`config.mk`:
```
export PLATFORM = sky130hd
export DESIGN_NAME = tga_pixel_stream_decoder
export DESIGN_NICKNAME = d
export VERILOG_FILES = /design/src/rtl/tgad_pkg.sv /design/src/rtl/tga_pixel_stream_decoder.sv /design/src/rtl/tgad_cfg_regs.sv /design/src/rtl/tgad_decode.sv
export SDC_FILE = /design/constraint.sdc
export NUM_CORES = 1
export LEC_CHECK = 0
export BUFFER_PORTS_ARGS = -buffer_cell sky130_fd_sc_hd__buf_2
export CORE_MARGIN = 5
export CORE_UTILIZATION = 40
export CTS_CLUSTER_SIZE = 14
export DETAILED_ROUTE_END_ITERATION = 12
export PLACE_DENSITY = 0.55
export SYNTH_ARGS = -nofsm -noshare
export SYNTH_HDL_FRONTEND = slang
export SYNTH_HIERARCHICAL = 1
export SYNTH_SLANG_ARGS = --single-unit
```
`constraint.sdc`:
```
create_clock -name clk -period 7.2 [get_ports clk]
set_input_delay 0.72 -clock clk [delete_from_list [all_inputs] [get_ports clk]]
set_output_delay 0.72 -clock clk [all_outputs]
set_load 0.01 [all_outputs]
```
`src/rtl/tgad_pkg.sv`:
```
// Shared types and constants for the TGA pixel stream decoder.
package tgad_pkg;

	// Register map, word index of paddr
	localparam int unsigned RegIdxW = 2;
	localparam int unsigned AddrW   = RegIdxW + 2;

	localparam logic [RegIdxW-1:0] REG_COMPRESSED   = 2'd0;
	localparam logic [RegIdxW-1:0] REG_PIXEL_DEPTH  = 2'd1;
	localparam logic [RegIdxW-1:0] REG_IMAGE_WIDTH  = 2'd2;
	localparam logic [RegIdxW-1:0] REG_IMAGE_HEIGHT = 2'd3;

	// Supported pixel depths in bits
	localparam logic [7:0] DEPTH_16 = 8'd16;
	localparam logic [7:0] DEPTH_24 = 8'd24;
	localparam logic [7:0] DEPTH_32 = 8'd32;

	localparam logic [7:0] DEPTH_RESET = DEPTH_24;

	// Packet header split point and run bias
	localparam logic [7:0] RUN_FLAG = 8'd128;
	localparam logic [7:0] RUN_BIAS = 8'd127;

	// RLE packet parser state
	typedef enum logic [1:0] {
		MODE_HEADER = 2'd0,
		MODE_RAW    = 2'd1,
		MODE_RUN    = 2'd2
	} mode_t;

	// Configuration seen by the decoder
	typedef struct packed {
		logic        compressed;
		logic [7:0]  pixel_depth;
		logic [31:0] total;     // width * height, registered
		logic        wr;        // any register write this cycle
	} cfg_t;

	// One decoded result
	typedef struct packed {
		logic [7:0] red;
		logic [7:0] green;
		logic [7:0] blue;
		logic [7:0] alpha;
		logic       has_alpha;
		logic [7:0] repeat_res;
		logic       last;
		logic       bad_depth;
	} pix_t;

endpackage

```
`src/rtl/tga_pixel_stream_decoder.sv`:
```
// Top level of the TGA pixel stream decoder: config port, decode stage, result register.
// Takes TGA pixel-data bytes, one per beat, and returns decoded RGB(A) pixels (16-bit 5-5-5,
// 24-bit BGR or 32-bit BGRA; RLE packets when compressed is set, 24 and 32 bits only, with a
// run returned once and its count in repeat_res). Throughput is one byte per clock while the
// input does not stall: each byte passes an input register and the decode logic into the
// result register, which drives the outputs. Bytes that finish no pixel keep flowing while a
// result waits; the input stalls only when a finished pixel or error beat stands behind a
// result that has not been taken. Header bytes and the leading bytes of a pixel yield no
// beat. Registers sit at byte addresses 0 (compressed), 4 (pixel_depth), 8 (image_width) and
// 12 (image_height); any write abandons the frame in progress. The pixel count width*height
// is registered from width and height. Unsupported depths give one bad_depth beat per byte.
module tga_pixel_stream_decoder (
	input  logic                        clk,
	input  logic                        arst_n,
	// configuration
	input  logic                        psel,
	input  logic                        penable,
	input  logic                        pwrite,
	input  logic [tgad_pkg::AddrW-1:0]  paddr,
	input  logic [31:0]                 pwdata,
	output logic [31:0]                 prdata,
	output logic                        pready,
	// byte input
	input  logic                        in_valid,
	output logic                        in_ready,
	input  logic [7:0]                  data_byte,
	// pixel output
	output logic                        out_valid,
	input  logic                        out_ready,
	output logic [7:0]                  red,
	output logic [7:0]                  green,
	output logic [7:0]                  blue,
	output logic [7:0]                  alpha,
	output logic                        has_alpha,
	output logic [7:0]                  repeat_res,
	output logic                        last,
	output logic                        bad_depth
);
	import tgad_pkg::*;

	cfg_t cfg;
	pix_t res;
	pix_t out_q;
	logic res_valid;
	logic res_take;
	logic out_valid_q;

	tgad_cfg_regs u_regs (
		.clk     (clk),
		.arst_n  (arst_n),
		.psel    (psel),
		.penable (penable),
		.pwrite  (pwrite),
		.paddr   (paddr),
		.pwdata  (pwdata),
		.prdata  (prdata),
		.pready  (pready),
		.cfg     (cfg)
	);

	tgad_decode u_dec (
		.clk       (clk),
		.arst_n    (arst_n),
		.cfg       (cfg),
		.in_valid  (in_valid),
		.in_ready  (in_ready),
		.data_byte (data_byte),
		.res_take  (res_take),
		.res_valid (res_valid),
		.res       (res)
	);

	// result register loads when empty or being drained
	assign res_take = ~out_valid_q | out_ready;

	always_ff @(posedge clk or negedge arst_n) begin
		if (!arst_n) begin
			out_valid_q <= 1'b0;
		end else if (res_take) begin
			out_valid_q <= res_valid;
		end
	end

	always_ff @(posedge clk) begin
		if (res_take && res_valid) begin
			out_q <= res;
		end
	end

	assign out_valid  = out_valid_q;
	assign red        = out_q.red;
	assign green      = out_q.green;
	assign blue       = out_q.blue;
	assign alpha      = out_q.alpha;
	assign has_alpha  = out_q.has_alpha;
	assign repeat_res = out_q.repeat_res;
	assign last       = out_q.last;
	assign bad_depth  = out_q.bad_depth;

`ifndef SYNTHESIS
	// error beats carry no pixel and never end an image
	a_bad_clean: assert property (@(posedge clk) disable iff (!arst_n)
		out_valid && bad_depth |-> red == 8'd0 && green == 8'd0 && blue == 8'd0 &&
			alpha == 8'd0 && !has_alpha && repeat_res == 8'd1 && !last)
		else $error("bad_depth beat with nonzero pixel fields");

	// every beat carries a nonzero repeat count
	a_rep_nonzero: assert property (@(posedge clk) disable iff (!arst_n)
		out_valid |-> repeat_res != 8'd0)
		else $error("zero repeat count");

	// alpha is zero unless the depth carries it
	a_alpha: assert property (@(posedge clk) disable iff (!arst_n)
		out_valid && !has_alpha |-> alpha == 8'd0)
		else $error("alpha without has_alpha");

	// a result waiting in the input stage loads as soon as the output drains
	a_drain: assert property (@(posedge clk) disable iff (!arst_n)
		out_valid && out_ready && res_valid |=> out_valid)
		else $error("result lost at output register");
`endif

endmodule

```
`src/rtl/tgad_cfg_regs.sv`:
```
// APB configuration registers and the registered pixel count of the image.
module tgad_cfg_regs (
	input  logic                        clk,
	input  logic                        arst_n,
	input  logic                        psel,
	input  logic                        penable,
	input  logic                        pwrite,
	input  logic [tgad_pkg::AddrW-1:0]  paddr,
	input  logic [31:0]                 pwdata,
	output logic [31:0]                 prdata,
	output logic                        pready,
	output tgad_pkg::cfg_t              cfg
);
	import tgad_pkg::*;

	logic                compressed_q;
	logic [7:0]          pixel_depth_q;
	logic [15:0]         image_width_q;
	logic [15:0]         image_height_q;
	logic [31:0]         total_q;
	logic                wr;
	logic [RegIdxW-1:0]  idx;

	assign pready = 1'b1;
	assign idx    = paddr[AddrW-1:2];
	assign wr     = psel & penable & pwrite;

	// register writes
	always_ff @(posedge clk or negedge arst_n) begin
		if (!arst_n) begin
			compressed_q   <= 1'b0;
			pixel_depth_q  <= DEPTH_RESET;
			image_width_q  <= 16'd0;
			image_height_q <= 16'd0;
		end else if (wr) begin
			unique case (idx)
				REG_COMPRESSED:   compressed_q   <= pwdata[0];
				REG_PIXEL_DEPTH:  pixel_depth_q  <= pwdata[7:0];
				REG_IMAGE_WIDTH:  image_width_q  <= pwdata[15:0];
				REG_IMAGE_HEIGHT: image_height_q <= pwdata[15:0];
				default: ;
			endcase
		end
	end

	// pixel count, registered from the width and height registers
	always_ff @(posedge clk or negedge arst_n) begin
		if (!arst_n) begin
			total_q <= 32'd0;
		end else begin
			total_q <= {16'd0, image_width_q} * {16'd0, image_height_q};
		end
	end

	// read mux
	always_comb begin
		prdata = 32'd0;
		unique case (idx)
			REG_COMPRESSED:   prdata = {31'd0, compressed_q};
			REG_PIXEL_DEPTH:  prdata = {24'd0, pixel_depth_q};
			REG_IMAGE_WIDTH:  prdata = {16'd0, image_width_q};
			REG_IMAGE_HEIGHT: prdata = {16'd0, image_height_q};
			default:          prdata = 32'd0;
		endcase
	end

	assign cfg.compressed  = compressed_q;
	assign cfg.pixel_depth = pixel_depth_q;
	assign cfg.total       = total_q;
	assign cfg.wr          = wr;

endmodule

```
`src/rtl/tgad_decode.sv`:
```
// Input stage register, packet/pixel assembly state and per-byte decode.
module tgad_decode (
	input  logic            clk,
	input  logic            arst_n,
	input  tgad_pkg::cfg_t  cfg,
	input  logic            in_valid,
	output logic            in_ready,
	input  logic [7:0]      data_byte,
	input  logic            res_take,   // result register can load this cycle
	output logic            res_valid,
	output tgad_pkg::pix_t  res
);
	import tgad_pkg::*;

	// input stage
	logic        valid_s1;
	logic [7:0]  byte_s1;

	// decode state
	logic        frame_active_q;
	mode_t       packet_mode_q;
	logic [7:0]  packet_left_q;
	logic [1:0]  byte_phase_q;
	logic [23:0] pixel_bytes_q;
	logic [31:0] pixels_left_q;

	// next state
	logic        frame_active_d;
	mode_t       packet_mode_d;
	logic [7:0]  packet_left_d;
	logic [1:0]  byte_phase_d;
	logic [23:0] pixel_bytes_d;
	logic [31:0] pixels_left_d;

	// effective state after a possible frame start
	mode_t       mode_e;
	logic [7:0]  left_e;
	logic [1:0]  phase_e;
	logic [23:0] bytes_e;
	logic [31:0] pl_e;

	logic        depth_ok;
	logic        is16;
	logic        is24;
	logic        is32;
	logic [2:0]  nbytes;
	logic [7:0]  count;
	logic [7:0]  rep;
	logic [7:0]  left_after;
	logic [31:0] pl_after;
	logic [15:0] word16;
	logic        produce;
	logic        fire_s1;

	assign is16     = (cfg.pixel_depth == DEPTH_16);
	assign is24     = (cfg.pixel_depth == DEPTH_24);
	assign is32     = (cfg.pixel_depth == DEPTH_32);
	assign depth_ok = is24 | is32 | (is16 & ~cfg.compressed);
	assign nbytes   = cfg.pixel_depth[5:3];

	// stage advances when its result can be taken or it has none
	assign fire_s1  = valid_s1 & (res_take | ~produce);
	assign in_ready = ~valid_s1 | res_take | ~produce;

	always_ff @(posedge clk or negedge arst_n) begin
		if (!arst_n) begin
			valid_s1 <= 1'b0;
		end else if (in_ready) begin
			valid_s1 <= in_valid;
		end
	end

	always_ff @(posedge clk) begin
		if (in_ready && in_valid) begin
			byte_s1 <= data_byte;
		end
	end

	// per-byte decode
	always_comb begin
		frame_active_d = frame_active_q;
		packet_mode_d  = packet_mode_q;
		packet_left_d  = packet_left_q;
		byte_phase_d   = byte_phase_q;
		pixel_bytes_d  = pixel_bytes_q;
		pixels_left_d  = pixels_left_q;
		produce        = 1'b0;
		res            = '0;
		res.repeat_res = 8'd1;
		count          = 8'd0;
		rep            = 8'd1;
		left_after     = 8'd0;
		pl_after       = 32'd0;
		word16         = 16'd0;

		// a byte while idle opens a frame with fresh assembly state
		if (frame_active_q) begin
			mode_e  = packet_mode_q;
			left_e  = packet_left_q;
			phase_e = byte_phase_q;
			bytes_e = pixel_bytes_q;
			pl_e    = pixels_left_q;
		end else begin
			mode_e  = MODE_HEADER;
			left_e  = 8'd0;
			phase_e = 2'd0;
			bytes_e = 24'd0;
			pl_e    = cfg.total;
		end

		if (!depth_ok) begin
			// unsupported depth: error beat, drop the frame
			produce        = 1'b1;
			res.bad_depth  = 1'b1;
			frame_active_d = 1'b0;
			packet_mode_d  = MODE_HEADER;
			packet_left_d  = 8'd0;
			byte_phase_d   = 2'd0;
			pixel_bytes_d  = 24'd0;
			pixels_left_d  = 32'd0;
		end else if (!frame_active_q && cfg.total == 32'd0) begin
			// empty image: byte dropped, stay idle
			produce = 1'b0;
		end else if (cfg.compressed && mode_e == MODE_HEADER) begin
			// packet header, count clamped to the pixels left
			if (byte_s1 < RUN_FLAG) begin
				count = byte_s1 + 8'd1;
			end else begin
				count = byte_s1 - RUN_BIAS;
			end
			if ({24'd0, count} > pl_e) begin
				count = pl_e[7:0];
			end
			frame_active_d = 1'b1;
			packet_left_d  = count;
			packet_mode_d  = (byte_s1 < RUN_FLAG) ? MODE_RAW : MODE_RUN;
			byte_phase_d   = phase_e;
			pixel_bytes_d  = bytes_e;
			pixels_left_d  = pl_e;
		end else if ({1'b0, phase_e} + 3'd1 < nbytes) begin
			// gather the low bytes of a pixel
			frame_active_d = 1'b1;
			packet_mode_d  = mode_e;
			packet_left_d  = left_e;
			byte_phase_d   = phase_e + 2'd1;
			pixel_bytes_d  = bytes_e | ({16'd0, byte_s1} << {phase_e, 3'd0});
			pixels_left_d  = pl_e;
		end else begin
			// final byte: emit the pixel
			produce = 1'b1;
			if (is16) begin
				word16    = {byte_s1, bytes_e[7:0]};
				res.blue  = {word16[4:0], 3'd0};
				res.green = {word16[9:5], 3'd0};
				res.red   = {word16[14:10], 3'd0};
			end else begin
				res.blue  = bytes_e[7:0];
				res.green = bytes_e[15:8];
				res.red   = is24 ? byte_s1 : bytes_e[23:16];
				res.alpha = is32 ? byte_s1 : 8'd0;
			end
			res.has_alpha = is32;

			left_after = left_e;
			rep        = 8'd1;
			if (cfg.compressed) begin
				if (mode_e == MODE_RUN) begin
					rep        = left_e;
					left_after = 8'd0;
				end else begin
					left_after = left_e - 8'd1;
				end
			end
			pl_after       = pl_e - {24'd0, rep};
			res.repeat_res = rep;
			res.last       = (pl_after == 32'd0);

			if (res.last) begin
				frame_active_d = 1'b0;
				packet_mode_d  = MODE_HEADER;
				packet_left_d  = 8'd0;
				pixels_left_d  = 32'd0;
			end else begin
				frame_active_d = 1'b1;
				packet_mode_d  = (cfg.compressed && left_after == 8'd0) ? MODE_HEADER
				                                                     : mode_e;
				packet_left_d  = left_after;
				pixels_left_d  = pl_after;
			end
			byte_phase_d  = 2'd0;
			pixel_bytes_d = 24'd0;
		end
	end

	assign res_valid = valid_s1 & produce;

	// decode state registers; a register write abandons the frame
	always_ff @(posedge clk or negedge arst_n) begin
		if (!arst_n) begin
			frame_active_q <= 1'b0;
			packet_mode_q  <= MODE_HEADER;
			packet_left_q  <= 8'd0;
			byte_phase_q   <= 2'd0;
			pixel_bytes_q  <= 24'd0;
			pixels_left_q  <= 32'd0;
		end else if (cfg.wr) begin
			frame_active_q <= 1'b0;
			packet_mode_q  <= MODE_HEADER;
			packet_left_q  <= 8'd0;
			byte_phase_q   <= 2'd0;
			pixel_bytes_q  <= 24'd0;
			pixels_left_q  <= 32'd0;
		end else if (fire_s1) begin
			frame_active_q <= frame_active_d;
			packet_mode_q  <= packet_mode_d;
			packet_left_q  <= packet_left_d;
			byte_phase_q   <= byte_phase_d;
			pixel_bytes_q  <= pixel_bytes_d;
			pixels_left_q  <= pixels_left_d;
		end
	end

endmodule
```
==> out/qor.csv <==
stage,metric,value,unit
run_status,status,finished clean,
timing,finalHoldViolCount,0,
floorplanning,die_w,230.5,um
final_layout,fillers,4632,
synthesis,synthArstFlopShare,73.85,%
floorplanning,rows,80,
run,max_cap_violations,0,
critical_path,crit_fanout,18,
synthesis,synth_cells,2065,
synthesis,syn-cell-area,19450,sq um
synthesis,synth.avg_cell_area,9.421,sq um
critical_path,crit_slowest_cell,dfrtp_1,
final_layout,finalInstanceArea,21050,sq um
cts,cts_sinks,195,
critical_path,cp.required,7580,ps
placed_design,gp_congestion,0.8641,
cts,cts_hold_buf,0,
final_layout,regArea,5141,sq um
timing,slew-limit-headroom,31.63,%
synthesis,synth_warnings,6,
cts,cts-root-buf,clkbuf_16,
critical_path,crit_type,reg -> reg,
global_routing,grt-ovfl-total,0,
floorplanning,die_y,230.5,um
cts,htree_levels,4,
routing,wl_per_cell,19.12,um
timing,setup_viol,0,
critical_path,r2r_end,u_regs/total_q[26]$_DFF_PN0_,
synthesis,synth_ff_type,dfrtp_1,
routing,via_per_inst,5.519,
timing,fin_crit_sh,89.49,%
critical_path,crit_top_cell,fa_1,
timing,timing.final.max_slew_violations,0,
global_routing,grt_pass1_wl,84100,um
routing,firstDrtPassIters,5,
cts,cts_tree,yes,
placed_design,portBuffers,93,
global_routing,track_usage,19.71,%
global_routing,grt_max_degree,86,
timing,finClkSkew,18.86,ps
critical_path,arrival,6830,ps
cts,clock_path_buffers,2,
critical_path,path_cells,and2_1 > fa_1 > inv_1 > fa_1 > inv_1 > fa_1 > fa_1 > fa_1 > inv_1 > fa_1 > inv_1 > ha_1 > a211oi_1 > o21bai_1 > a2111oi_0 > o2111ai_1 > a41oi_1 > xnor2_1,
timing,fmaxAchievable,155.2,MHz
cts,post_cts_buffers,0,
final_layout,multi_input_area,12860,sq um
synthesis,synth-seq-area-share,26.41,%
floorplanning,io_pins,129,
routing,drtAntennaViolNets,0,
synthesis,synth_seq_cells,195,
routing,drt_iter0_drc,1121,
critical_path,start_kind,flop,
critical_path,cp-startpoint,u_regs/image_width_q[9]$_DFFE_PN0P_,
critical_path,endpoint_kind,flop,
cts,clk_latency,470,ps
critical_path,reg2reg_slack,760,ps
floorplanning,dieArea,53140,sq um
routing,wl,52130,um
placed_design,dpl_cell_area,20410,sq um
final_layout,area_growth,8.213,%
routing,drc,0,
synthesis,synth_edf_count,51,
critical_path,rr_worst_depth,18,
cts,numCtsBuffers,17,
timing,worstMarginPinSlew,1019,ps
timing,rsz0062_at_grt,false,
placed_design,dp_hpwl,39930,um
floorplanning,start_util,40.57,%
final_layout,final_nets,2471,
final_layout,layout-drive-gt1-share,12.07,%
routing,vias,15050,
floorplanning,coreArea,47950,sq um
global_routing,grt_pass1_vias,15330,
critical_path,cpPeakStageDelay,680,ps
timing,fin_crit,6443,ps
critical_path,reg2reg_from,u_regs/image_width_q[9]$_DFFE_PN0P_,
final_layout,diodes,0,
global_routing,antenna_found_initial,0,
cts,path_clk_slew,90,ps
timing,setup-tns-final,0,ps
synthesis,synth_cell_types,89,
worst_hold_path,min_path_type,in -> async,
cts,ctsResizeCount,0,
-- worst max-delay path, delay by kind of cell (launching register included) --
| kind | cells | cell delay, ps |
|---|---|---|
| xor+xnor | 1 | 160 |
| buf+inv | 4 | 200 |
| simple gates | 1 | 330 |
| compound gates | 5 | 1450 |
| flops | 1 | 680 |
| fa+ha+maj | 7 | 3520 |
-- cells in the mapped netlist (9+ instances only) --
cell type	count	share of area [%]
and3_1	20	0.64
o21ai_1	12	0.31
or3_1	16	0.51
a21o_1	18	0.69
nor3_1	35	0.90
nand4_1	9	0.29
nand3_1	47	1.2
mux2_2	67	3.9
nand2_1	250	4.8
inv_1	256	4.9
o21ai_0	57	1.5
xnor2_1	31	1.4
a21oi_1	66	1.7
buf_4	20	0.77
nor2b_1	16	0.51
or4_1	11	0.42
nor4_1	13	0.42
nor2_1	78	1.5
fa_1	195	20
o31ai_1	16	0.62
ha_1	126	8.1
nand2b_1	11	0.35
o211ai_1	11	0.42
mux2i_1	34	1.7
xor2_1	23	1.0
buf_2	12	0.31
dfrtp_1	142	18
clkbuf_1	81	1.6
edfxtp_1	51	7.9
a31oi_1	12	0.39
a22o_1	31	1.4
a22oi_1	15	0.58
and2_1	155	5.0
-- cell usage in the layout, fill, tap and decap left out, types with 6 or more instances in the layout --
master	synthesis	routed
nor3_1	35	35
a32o_1	8	8
o21ai_1	12	11
nor2_1	78	77
mux2i_1	34	34
nand4_1	9	9
o21bai_1	6	6
nor4_1	13	12
and3_1	20	20
buf_2	12	92
xor2_1	23	23
o211ai_1	11	11
a21oi_1	66	66
o21ai_0	57	57
a2111oi_0	6	6
dfrtp_1	142	141
a22o_1	31	31
o31ai_1	16	16
nand3_1	47	47
conb_1	2	17
fa_1	195	195
or3_1	16	16
clkbuf_16	0	17
nand2_1	250	250
nor2b_1	16	16
a31oi_1	12	12
ha_1	126	126
nand2b_1	11	11
and2_1	155	155
buf_4	20	28
a211oi_1	7	7
a22oi_1	15	15
xnor2_1	31	31
or4_1	11	11
mux2_2	67	67
a21o_1	18	18
inv_1	256	256
edfxtp_1	51	51
-- state kept, by name, indices dropped and copies added (netlist names), 2 cells and up --
register / cells
u_dec/byte_phase_q: 2
repeat_res: 8
u_dec/packet_mode_q: 2
green: 8
u_dec/byte_s1: 8
u_dec/packet_left_q: 8
u_regs/total_q: 32
u_regs/image_height_q: 16
red: 8
u_dec/pixels_left_q: 32
blue: 8
u_regs/pixel_depth_q: 8
u_dec/pixel_bytes_q: 24
u_regs/image_width_q: 16
alpha: 8
-- kinds of logic after synthesis --
kind of cell / Yosys count / share of synthesized area, %
xor+xnor: 54 / 2.431
flops: 195 / 26.41
simple gates: 695 / 18.04
mux: 102 / 5.743
compound gates: 319 / 11.30
other cells: 2 / 0.03860
fa+ha+maj: 321 / 28.17
buf+inv: 377 / 7.866
-- routing by layer --
metal,vias to the layer above,GRT usage [%],part of all wire (%)
met5,-,0,0
met4,0,4.558,1.6
met3,55,2.445,3.8
met2,339,34.85,51
met1,7705,25.97,43
li1,6950,-,-
-- per-stage QoR --
stage          cells  setup WS [ps]  utilization [%]  hold WS (ps)
5_1_grt         2727          349.3            43.91         391.0
4_1_cts         2727          757.5            43.91         348.7
2_1_floorplan   2080           1167                -         424.4
3_5_place_dp    2695          811.8            42.58         487.2
3_3_place_gp    2695          866.1            42.58         465.3
6_report        2727          756.9            43.91         318.5
-- layout make-up --
| cell class | instances | share of cell area [%] |
|---|---|---|
| clock buffer | 17 | 2.021 |
| clock inverter | 15 | 1.010 |
| inverter | 256 | 4.565 |
| multi-input combinational | 1508 | 61.09 |
| sequential | 195 | 24.42 |
| tap | 615 | 3.655 |
| timing repair buffer | 121 | 3.239 |
-- worst max-delay path by stage --
stage                                         endpoint
after floorplan           u_regs/total_q[27]$_DFF_PN0_
after global placement    u_regs/total_q[26]$_DFF_PN0_
after detailed placement  u_regs/total_q[26]$_DFF_PN0_
after CTS                 u_regs/total_q[26]$_DFF_PN0_
after global routing      u_regs/total_q[26]$_DFF_PN0_
final                     u_regs/total_q[26]$_DFF_PN0_
Power is not shown: default switching activity piles up to over one toggle a cycle in this logic, so the estimate is an artifact.
